$ cat src/assert_macros.svh
// Assertion macros shared by the cluster chain engine modules.
// Every macro samples on clk and expects clk and rst in scope.
`ifndef ASSERT_MACROS_SVH
`define ASSERT_MACROS_SVH

// Property checked on every edge outside reset.
`define ASSERT_CLK(name, prop, msg) \
  name: assert property (@(posedge clk) disable iff (rst) prop) \
    else $error(msg);

// Condition that must never be seen outside reset.
`define ASSERT_NEVER(name, expr, msg) \
  name: assert property (@(posedge clk) disable iff (rst) !(expr)) \
    else $error(msg);

`endif

$ cat src/fcc_pkg.sv
// Package for the FAT cluster chain engine: sizes, codes, payload structs,
// datapath operation codes and the sequencer/datapath interface structs.
// No dependencies.
package fcc_pkg;

  localparam int TABLE_DEPTH         = 2048;
  localparam int SECTORS_PER_CLUSTER = 4;
  localparam int DATA_START          = 13;
  localparam int TOTAL_RESET         = 2048;

  localparam int ADDR_W = $clog2(TABLE_DEPTH);
  localparam int PTR_W  = $clog2(TABLE_DEPTH + 1);

  typedef logic [15:0]       link_t;
  typedef logic [11:0]       free_t;
  typedef logic [ADDR_W-1:0] addr_t;
  typedef logic [PTR_W-1:0]  ptr_t;

  localparam link_t LINK_END  = 16'hFFFF;
  localparam link_t LINK_FREE = 16'h0000;

  localparam int    BOUND_RESET = (TOTAL_RESET < TABLE_DEPTH) ? TOTAL_RESET : TABLE_DEPTH;
  localparam free_t FREE_RESET  = free_t'(BOUND_RESET - 1);

  localparam logic [2:0] ACT_FORMAT = 3'd0;
  localparam logic [2:0] ACT_ALLOC  = 3'd1;
  localparam logic [2:0] ACT_FREE   = 3'd2;
  localparam logic [2:0] ACT_LOOKUP = 3'd3;
  localparam logic [2:0] ACT_EXTEND = 3'd4;

  localparam logic [1:0] ST_OK      = 2'd0;
  localparam logic [1:0] ST_NOSPACE = 2'd1;
  localparam logic [1:0] ST_PASTEND = 2'd2;

  typedef struct packed {
    logic [2:0]  action;
    logic [15:0] start_cluster;
    logic [10:0] link_count;
  } cmd_t;

  typedef struct packed {
    logic [15:0] cluster;
    logic [13:0] first_sector;
    logic [1:0]  status;
    logic        new_first;
    logic [11:0] free_count;
  } result_t;

  // Datapath operations, one per control word.
  typedef enum logic [4:0] {
    OP_NONE,
    OP_FMT_INIT,   // ptr <= 0, free count from bound
    OP_FMT_WR,     // clear entry ptr (entry 0 gets end mark), ptr++
    OP_READ_CUR,   // read link of cur
    OP_FREE_WR,    // free entry cur, cur <= its old link
    OP_ADV,        // cur <= link, count--
    OP_SET_OK,     // result cluster <= cur
    OP_PAST,       // status past end
    OP_NOSPACE,    // status no free cluster
    OP_TAKE_FIRST, // cur <= grabbed cluster, mark new first
    OP_LINK_NEW,   // link cur -> grabbed cluster, advance, count--
    OP_PTR_CLR,    // ptr <= 0
    OP_SCAN_RD,    // read entry ptr+1, ptr++
    OP_GRAB_HIT,   // mark entry ptr end of chain, take it
    OP_GRAB_MISS,  // no free entry
    OP_RES_GNEW,   // result cluster <= grabbed cluster
    OP_FINISH      // register result, strobe
  } op_t;

  typedef struct packed {
    logic accept;
    op_t  op;
  } ctl_t;

  typedef struct packed {
    logic cur_bad;
    logic cur_not_end;
    logic cnt_zero;
    logic link_not_end;
    logic gfail;
    logic scan_go;
    logic ptr_out;
    logic fmt_more;
  } flags_t;

endpackage

$ cat src/fcc_useq.sv
// Microcode sequencer: step counter, return register, control ROM and
// condition select. Uses fcc_pkg and assert_macros.svh.
`include "assert_macros.svh"

module fcc_useq (
  input  logic          clk,
  input  logic          rst,
  input  logic          start,
  input  logic [2:0]    action,
  input  fcc_pkg::flags_t flags,
  output fcc_pkg::ctl_t ctl,
  output logic          busy
);

  typedef enum logic [4:0] {
    S_IDLE, S_FMT_INIT, S_FMT_LOOP, S_DONE,
    S_ALLOC, S_ALLOC_CHK, S_ALLOC_OK,
    S_FREE_TEST, S_FREE_WR,
    S_LK_TEST, S_LK_READ, S_LK_ADV,
    S_EX, S_EX_G, S_EX_GCHK, S_EX_FIRST, S_EX_VAL, S_EX_LOOP, S_EX_CHK,
    S_EX_NG, S_EX_NCHK, S_EX_LINK, S_EX_ADV,
    S_OK, S_PAST, S_NOSPACE,
    S_GRAB, S_GRAB_RD, S_GRAB_SCAN, S_GRAB_END, S_GRAB_HIT, S_GRAB_MISS
  } step_t;

  typedef enum logic [2:0] {SQ_NEXT, SQ_JUMP, SQ_CALL, SQ_RET, SQ_IDLE} seq_t;

  typedef enum logic [3:0] {
    C_TRUE, C_CUR_BAD, C_CUR_NOT_END, C_CNT_ZERO, C_LINK_NOT_END,
    C_GFAIL, C_SCAN_GO, C_PTR_OUT, C_FMT_MORE
  } cond_t;

  typedef struct packed {
    seq_t          seq;
    cond_t         cond;
    step_t         target;
    fcc_pkg::op_t  op;
    logic          op_if_taken;
  } uword_t;

  function automatic uword_t uw(input seq_t sq, input cond_t cd, input step_t tg,
                                input fcc_pkg::op_t o, input logic gate);
    uword_t w;
    w.seq         = sq;
    w.cond        = cd;
    w.target      = tg;
    w.op          = o;
    w.op_if_taken = gate;
    return w;
  endfunction

  // Control store.
  function automatic uword_t rom(input step_t s);
    uword_t w;
    unique case (s)
      S_IDLE:      w = uw(SQ_IDLE, C_TRUE, S_IDLE, fcc_pkg::OP_NONE, 1'b0);
      S_FMT_INIT:  w = uw(SQ_NEXT, C_TRUE, S_IDLE, fcc_pkg::OP_FMT_INIT, 1'b0);
      S_FMT_LOOP:  w = uw(SQ_JUMP, C_FMT_MORE, S_FMT_LOOP, fcc_pkg::OP_FMT_WR, 1'b0);
      S_DONE:      w = uw(SQ_IDLE, C_TRUE, S_IDLE, fcc_pkg::OP_FINISH, 1'b0);
      S_ALLOC:     w = uw(SQ_CALL, C_TRUE, S_GRAB, fcc_pkg::OP_NONE, 1'b0);
      S_ALLOC_CHK: w = uw(SQ_JUMP, C_GFAIL, S_NOSPACE, fcc_pkg::OP_NONE, 1'b0);
      S_ALLOC_OK:  w = uw(SQ_JUMP, C_TRUE, S_DONE, fcc_pkg::OP_RES_GNEW, 1'b0);
      S_FREE_TEST: w = uw(SQ_JUMP, C_CUR_BAD, S_DONE, fcc_pkg::OP_READ_CUR, 1'b0);
      S_FREE_WR:   w = uw(SQ_JUMP, C_TRUE, S_FREE_TEST, fcc_pkg::OP_FREE_WR, 1'b0);
      S_LK_TEST:   w = uw(SQ_JUMP, C_CUR_BAD, S_PAST, fcc_pkg::OP_NONE, 1'b0);
      S_LK_READ:   w = uw(SQ_JUMP, C_CNT_ZERO, S_OK, fcc_pkg::OP_READ_CUR, 1'b0);
      S_LK_ADV:    w = uw(SQ_JUMP, C_TRUE, S_LK_TEST, fcc_pkg::OP_ADV, 1'b0);
      S_EX:        w = uw(SQ_JUMP, C_CUR_NOT_END, S_EX_VAL, fcc_pkg::OP_NONE, 1'b0);
      S_EX_G:      w = uw(SQ_CALL, C_TRUE, S_GRAB, fcc_pkg::OP_NONE, 1'b0);
      S_EX_GCHK:   w = uw(SQ_JUMP, C_GFAIL, S_NOSPACE, fcc_pkg::OP_NONE, 1'b0);
      S_EX_FIRST:  w = uw(SQ_JUMP, C_TRUE, S_EX_LOOP, fcc_pkg::OP_TAKE_FIRST, 1'b0);
      S_EX_VAL:    w = uw(SQ_JUMP, C_CUR_BAD, S_PAST, fcc_pkg::OP_NONE, 1'b0);
      S_EX_LOOP:   w = uw(SQ_JUMP, C_CNT_ZERO, S_OK, fcc_pkg::OP_READ_CUR, 1'b0);
      S_EX_CHK:    w = uw(SQ_JUMP, C_LINK_NOT_END, S_EX_ADV, fcc_pkg::OP_NONE, 1'b0);
      S_EX_NG:     w = uw(SQ_CALL, C_TRUE, S_GRAB, fcc_pkg::OP_NONE, 1'b0);
      S_EX_NCHK:   w = uw(SQ_JUMP, C_GFAIL, S_NOSPACE, fcc_pkg::OP_NONE, 1'b0);
      S_EX_LINK:   w = uw(SQ_JUMP, C_TRUE, S_EX_LOOP, fcc_pkg::OP_LINK_NEW, 1'b0);
      S_EX_ADV:    w = uw(SQ_JUMP, C_TRUE, S_EX_VAL, fcc_pkg::OP_ADV, 1'b0);
      S_OK:        w = uw(SQ_JUMP, C_TRUE, S_DONE, fcc_pkg::OP_SET_OK, 1'b0);
      S_PAST:      w = uw(SQ_JUMP, C_TRUE, S_DONE, fcc_pkg::OP_PAST, 1'b0);
      S_NOSPACE:   w = uw(SQ_JUMP, C_TRUE, S_DONE, fcc_pkg::OP_NOSPACE, 1'b0);
      S_GRAB:      w = uw(SQ_NEXT, C_TRUE, S_IDLE, fcc_pkg::OP_PTR_CLR, 1'b0);
      S_GRAB_RD:   w = uw(SQ_NEXT, C_TRUE, S_IDLE, fcc_pkg::OP_SCAN_RD, 1'b0);
      // one entry per cycle: keep reading while the entry seen is in use and within bound
      S_GRAB_SCAN: w = uw(SQ_JUMP, C_SCAN_GO, S_GRAB_SCAN, fcc_pkg::OP_SCAN_RD, 1'b1);
      S_GRAB_END:  w = uw(SQ_JUMP, C_PTR_OUT, S_GRAB_MISS, fcc_pkg::OP_NONE, 1'b0);
      S_GRAB_HIT:  w = uw(SQ_RET, C_TRUE, S_IDLE, fcc_pkg::OP_GRAB_HIT, 1'b0);
      S_GRAB_MISS: w = uw(SQ_RET, C_TRUE, S_IDLE, fcc_pkg::OP_GRAB_MISS, 1'b0);
      default:     w = uw(SQ_IDLE, C_TRUE, S_IDLE, fcc_pkg::OP_NONE, 1'b0);
    endcase
    return w;
  endfunction

  function automatic step_t entry(input logic [2:0] act);
    step_t s;
    unique case (act)
      fcc_pkg::ACT_FORMAT: s = S_FMT_INIT;
      fcc_pkg::ACT_ALLOC:  s = S_ALLOC;
      fcc_pkg::ACT_FREE:   s = S_FREE_TEST;
      fcc_pkg::ACT_LOOKUP: s = S_LK_TEST;
      fcc_pkg::ACT_EXTEND: s = S_EX;
      default:             s = S_DONE;
    endcase
    return s;
  endfunction

  step_t  pc;
  step_t  ret;
  uword_t word;
  logic   taken;
  step_t  pc_inc;

  assign word   = rom(pc);
  assign pc_inc = step_t'(pc + 5'd1);

  always_comb begin
    unique case (word.cond)
      C_TRUE:         taken = 1'b1;
      C_CUR_BAD:      taken = flags.cur_bad;
      C_CUR_NOT_END:  taken = flags.cur_not_end;
      C_CNT_ZERO:     taken = flags.cnt_zero;
      C_LINK_NOT_END: taken = flags.link_not_end;
      C_GFAIL:        taken = flags.gfail;
      C_SCAN_GO:      taken = flags.scan_go;
      C_PTR_OUT:      taken = flags.ptr_out;
      C_FMT_MORE:     taken = flags.fmt_more;
      default:        taken = 1'b0;
    endcase
  end

  assign busy       = (pc != S_IDLE);
  assign ctl.accept = (pc == S_IDLE) && start;
  assign ctl.op     = (!word.op_if_taken || taken) ? word.op : fcc_pkg::OP_NONE;

  // Reset starts at the clearing loop; the datapath suppresses its result.
  always_ff @(posedge clk) begin
    if (rst) begin
      pc  <= S_FMT_LOOP;
      ret <= S_IDLE;
    end else if (pc == S_IDLE) begin
      if (start) begin
        pc <= entry(action);
      end
    end else begin
      unique case (word.seq)
        SQ_NEXT: pc <= pc_inc;
        SQ_JUMP: pc <= taken ? word.target : pc_inc;
        SQ_CALL: begin
          pc  <= word.target;
          ret <= pc_inc;
        end
        SQ_RET:  pc <= ret;
        SQ_IDLE: pc <= S_IDLE;
        default: pc <= S_IDLE;
      endcase
    end
  end

  `ASSERT_CLK(a_accept_leaves_idle, (pc == S_IDLE && start) |=> (pc != S_IDLE), "accepted transaction left sequencer idle")
  `ASSERT_CLK(a_grab_return, (pc == S_GRAB_HIT || pc == S_GRAB_MISS) |-> (ret == S_ALLOC_CHK || ret == S_EX_GCHK || ret == S_EX_NCHK), "allocation subroutine has a bad return step")

endmodule

$ cat config.mk
export PLATFORM = sky130hd
export DESIGN_NAME = fcc_useq
export DESIGN_NICKNAME = d
export VERILOG_FILES = /design/src/fcc_pkg.sv /design/src/fcc_useq.sv
export VERILOG_INCLUDE_DIRS = /design/src /design/src/src
export SDC_FILE = /design/constraint.sdc
export NUM_CORES = 1
export LEC_CHECK = 0
export BUFFER_PORTS_ARGS = -buffer_cell sky130_fd_sc_hd__buf_2
export CORE_MARGIN = 1.5
export CORE_UTILIZATION = 35
export DETAILED_ROUTE_END_ITERATION = 6
export PLACE_DENSITY = 0.57
export SKIP_CTS_REPAIR_TIMING = 1
export SYNTH_ARGS = -nofsm -noshare
export SYNTH_HDL_FRONTEND = slang
export SYNTH_SLANG_ARGS = --single-unit
$ cat constraint.sdc
create_clock -name clk -period 3.5 [get_ports clk]
set_clock_uncertainty 0.1 [all_clocks]
set_input_delay 0.35 -clock clk [delete_from_list [all_inputs] [get_ports clk]]
set_output_delay 0.35 -clock clk [all_outputs]
set_load 0.1 [all_outputs]
Word-level counts from Yosys, hierarchy flattened
Memories as Yosys holds them, arrays and structs flattened. A register that Yosys moved wholly into a read port is not among the register bits.
Index checks and enable logic that the tools add are counted.
{"block": "totals", "mem_bits_ro": 576, "register_bits": 10, "n_memories": 1, "output_inout_bits": 7, "word_cells": 39}
{"memory": "(name not given)", "depth": 32, "width": 18, "read_ports": 1, "rd_ports_with_merged_regs": 1, "write_ports": 0, "line": "fcc_useq.sv:55", "text": "unique case (s)"}
{"block": "classes", "bitwise_logic": 1, "addsub": 1, "n_reduce_logical": 9, "n_eq_ne": 16, "n_mux": 9}
{"operator": "5-bit two-way mux", "count": 6}
{"operator": "4-bit case mux with 5 select lines", "count": 1}
{"operator": "5-bit case mux with 4 select lines", "count": 1}
{"operator": "4-bit by 3-bit == test with 1-bit output, second input constant", "count": 4}
{"operator": "3-bit by 2-bit == test with 1-bit output, second input constant", "count": 4}
{"operator": "1-bit case mux with 9 select lines", "count": 1}
{"operator": "4-bit by 2-bit == test with 1-bit output, second input constant", "count": 2}
{"operator": "3-bit by 1-bit == test with 1-bit output, second input constant", "count": 2}
{"operator": "3-bit logical NOT", "count": 2}
{"operator": "5-bit by 1-bit adder with 5-bit output, second input constant", "count": 1}
{"operator": "5-bit logical NOT", "count": 1}
{"operator": "5-bit nonzero test", "count": 1}
{"operator": "4-bit by 1-bit == test with 1-bit output, second input constant", "count": 1}
{"operator": "4-bit == test, second input constant", "count": 1}
{"operator": "4-bit logical NOT", "count": 1}
{"operator": "3-bit == test, second input constant", "count": 1}
{"operator": "2-bit != test, second input constant", "count": 1}
{"operator": "2-bit AND reduction", "count": 1}
{"operator": "1-bit logical AND", "count": 1}
{"operator": "1-bit logical NOT", "count": 1}
{"operator": "1-bit logical OR", "count": 1}
{"operator": "1-bit inverter", "count": 1}

Depth between registers and ports, before layout
{"block": "depth", "word_depth": 7, "mapped_depth": 15}

Least setup slack after synthesis
No wires, ideal clock.
{"block": "synth_timing", "path_type": "register to register", "startpoint": "register pc[0]", "endpoint": "register word[7] (netlist name)", "synth_period_minus_slack_ns": 3.209, "t_required_ns": 3.278, "path_slack_ns": 0.291, "setup_ns": 0.122, "path_stages_with_launch": 14, "arrival_time_ns": 2.987, "cell_sequence": "dfxtp_1 inv_1 ha_1 nor4b_4 inv_1 a311oi_1 a311oi_1 o211a_1 buf_2 inv_1 ha_1 nor2_1 a211oi_1 o32a_1"}
{"block": "synth_via", "elab_chain_len": 6, "elab_cells_between_ends": 8, "classes_between": "1 x add/sub; 1 x eq/ne; 5 x mux; 1 x reduce/logical"}
{"item": "start, declared", "line": "fcc_useq.sv:107", "text": "step_t pc;"}
{"item": "start signal, assigned", "line": "fcc_useq.sv:142", "text": "pc <= entry(action);"}
{"item": "start signal, assigned", "line": "fcc_useq.sv:146", "text": "SQ_NEXT: pc <= pc_inc;"}
{"item": "start signal, assigned", "line": "fcc_useq.sv:147", "text": "SQ_JUMP: pc <= taken ? word.target : pc_inc;"}
{"item": "5-bit by 1-bit adder with 5-bit output (*)", "line": "fcc_useq.sv:114", "text": "assign pc_inc = step_t'(pc + 5'd1);"}
{"item": "named net pc_inc[0]", "line": "fcc_useq.sv:111", "text": "step_t pc_inc;"}
{"item": "5-bit two-way mux", "line": "fcc_useq.sv:147"}
{"item": "5-bit case mux with 4 select lines (*)", "line": "fcc_useq.sv:145", "text": "unique case (word.seq)"}
{"item": "5-bit two-way mux (*)", "line": "fcc_useq.sv:140", "text": "end else if (pc == S_IDLE) begin"}
{"item": "5-bit two-way mux (no source line) (*) (2 in series)"}
Mark *: on every way through the listed nets, which the timed path passes. The rest lies on a longest branch.
A chain may end at the register's enable or synchronous reset.

Worst setup path in the final report
{"block": "layout_timing", "startpoint": "register word[13] (netlist name)", "endpoint": "register word[4] (netlist name)"}
{"block": "layout_via", "elab_chain_len": 7, "elab_cells_between_ends": 15, "classes_between": "8 x eq/ne; 6 x mux; 1 x reduce/logical"}
{"item": "4-bit == test (tied with other cells)", "line": "fcc_useq.sv:117", "text": "unique case (word.cond)"}
{"item": "1-bit case mux with 9 select lines (*)", "line": "fcc_useq.sv:117"}
{"item": "5-bit two-way mux (*)", "line": "fcc_useq.sv:147"}
{"item": "5-bit case mux with 4 select lines (*)", "line": "fcc_useq.sv:145"}
{"item": "5-bit two-way mux (*)", "line": "fcc_useq.sv:140"}
{"item": "5-bit two-way mux (no source line) (*) (2 in series)"}
Mark *: on every way between the ends. The rest lies on a longest branch, timed or not.

==> impl_metrics.tcl <==
set metrics [dict create \
    grt_pass1_vias 1838 \
    setup_violations 0 \
    layout_setup_ws_ps 358 \
    cts_num_sinks 28 \
    synth_mux_area_share_pct 5.78 \
    cp-end-kind "flip-flop" \
    worst_hold_path_type "in -> reg" \
    cap_viol_max_count 0 \
    pwr_density_cell_nw_per_um2 972 \
    worst-path-buf-inv 1 \
    dr_total_vias 1917 \
    synthCells 246 \
    initialDrtViolationCount 121 \
    hp-start "rst" \
    io_pins 21 \
    final.period_utilization_pct 89.8 \
    synth_nets 270 \
    ys_seq_area_share_pct 26.7 \
    async_flop_share_pct 0 \
    rsz0062_at_grt "false" \
    r2r_cells 12 \
    cp.required_ps 3560 \
    hold_path_depth 2 \
    post-place-ws_ps 381 \
    cp.depth 12 \
    syn_area_sq_um 2100 \
    ys_top_cells_by_area "dfxtp_1, ha_1, mux2i_1" \
    relSlewSlack_pct 64.4 \
    grt.total_usage_pct 17.9 \
    grt_antenna_before_repair 0 \
    wirelength_um 5390 \
    grt_pass1_wl_um 8960 \
    synth_edf_count 0 \
    synth_largest_area_cell "dfxtp_1" \
    synth_compound_area_share_pct 28.7 \
    synth_xor_area_share_pct 2.09 \
    viasPerCell 5.74 \
    netlist-cell-type-count 65 \
    numCtsBuffers 3 \
    synth_top_flop_cell "dfxtp_1" \
    r2r_start "word[13]" \
    cts_tree "yes" \
    leakage_uw 0.000897 \
    synthDominantCellAreaShare_pct 26.7 \
    fillerInstances 593 \
    coreArea_sq_um 5850 \
    synth_most_common_cell "dfxtp_1" \
    clock_path_buffers 2 \
    die_w_um 80.4 \
    dieArea_sq_um 6470 \
    rows 28 \
    initial_core_util_pct 35.9 \
    drcViolationCount 0 \
    hold_viol 0 \
    clockRootBuffer "clkbuf_8" \
    avgSynthCellArea_sq_um 8.53 \
    synth_top_family_by_area "compound AO/OA/AOI/OAI gates" \
    cp_data_arrival_time_ps 3200 \
    vdd_ir_drop_max_v 0.000337 \
    final_layout_size_suffix_gt1_share_pct 17.8 \
    fin_crit_ps 3140 \
    ant_nets 0 \
    grt.overflow.total 0 \
    total_power_uw 2200 \
    setup_tns_ps 0 \
    num_antenna_cells 0 \
    drtPass1Iterations 4 \
    synth_fa_ha_area_share_pct 5.96 \
    design_area_sq_um 2260 \
    area_delta_synth_final_pct 7.93 \
    routedWlPerCell_um 16.1 \
    synth-simple-area-share_pct 21.9 \
    critPathKind "reg -> reg" \
    grt_max_degree 15 \
    cp_top_family "compound AO/OA/AOI/OAI gates" \
    status "finished, final reports clean" \
    finalCoreUtilization_pct 38.7 \
    tightest_slew_ps 535 \
    crit_start "word[13]" \
    gp_congestion 0.932 \
    hpwl_um 4120 \
    start_kind "flip-flop" \
    cts_max_level 1 \
    path_max_fanout 5 \
    finalNetCount 285 \
    crit_chain "mux2i_1, a311oi_2, o21ai_1, or3_1, a31oi_2, nand2_1, inv_1, ha_1, o21ai_0, a21boi_0, a221o_1, o41ai_1" \
    clk_latency_ps 270 \
    max_freq_mhz 318 \
    cts.clk_slew.worst_paths_ps 90 \
    ys_ff_latch 28 \
    place_area_sq_um 2220 \
    maxSlewViolCount 0 \
    max_stage_delay_ps 450 \
    worst_path_max_delay_cell "dfxtp_1" \
    ys_warn_count 0 \
    portBuffers 20 \
    die_y_um 80.4 \
    synth_commonest_cells "dfxtp_1, nor2_1, nand2_1" \
]
-- worst reg2reg max path, delay by kind of cell, from the launching register on --
kind,cells,cell delay [ps]
adder cells (fa/ha/maj),1,250
flip-flops,1,450
AO/OA/AOI/OAI,7,1480
multiplexers,1,120
AND/OR/NAND/NOR,2,470
buffers and inverters,1,160
-- path summary, 6_finish.rpt --
kind              slack (ps)  endpoint
setup reg to reg         360   word[4]
setup / recovery         360   word[4]
hold reg to reg          410    ret[2]
hold / removal           330    ret[4]
-- stage by stage --
step	std cells	hold WS (ps)
floorplan	246	354
global placement	331	389
detailed placement	331	398
CTS	334	331
global route	334	335
finish	334	328
-- power by group --
group          internal (uW)  switching [uW]
registers                418            92.1
clock network           77.2            92.9
logic                    522             999
total                   1020            1180
-- cell usage in the layout, fill, tap and decap left out, types with 4 or more instances in the layout --
master and n:
dfxtp_1 28, buf_2 20, nor2_1 18, nand2_1 15, inv_1 12, mux2i_1 11
nand3_1 11, a21oi_1 10, nor3_1 10, ha_1 10, and2_1 8, a211oi_1 8
buf_4 7, o21ai_0 5, o211ai_1 5, a32oi_1 5, nand2b_1 4, o21ai_1 4
xnor2_1 4, o22ai_1 4
-- cell families (layout without fill, tap and decap cells) --
kind of cell,count (synthesis),after routing
simple gates,83,83
compound gates,76,76
buf+inv,32,45
flops,28,28
mux,12,12
fa+ha+maj,10,10
xor+xnor,5,5
-- sequential cells by signal, indices dropped and copies added (netlist names) --
register  count
word         18
ret           5
pc            5
-- cell type report --
type	count	area (sq um)	area share [%]
repair buffers	27	153	6.74
clock buffers	3	41.3	1.82
multi-input cells	186	1350	59.7
well taps	75	93.8	4.14
flip-flops and latches	28	561	24.8
inverters	15	63.8	2.82
-- metal layers --
metal / vias to the layer above / track usage (%) / share of wire (%)
li1: 942 / - / -
met1: 892 / 23.3 / 45
met2: 74 / 29.5 / 46
met3: 9 / 2.95 / 7.2
met4: 0 / 6.55 / 1.7
met5: - / 0 / 0
(Power assumes the default switching activity.)
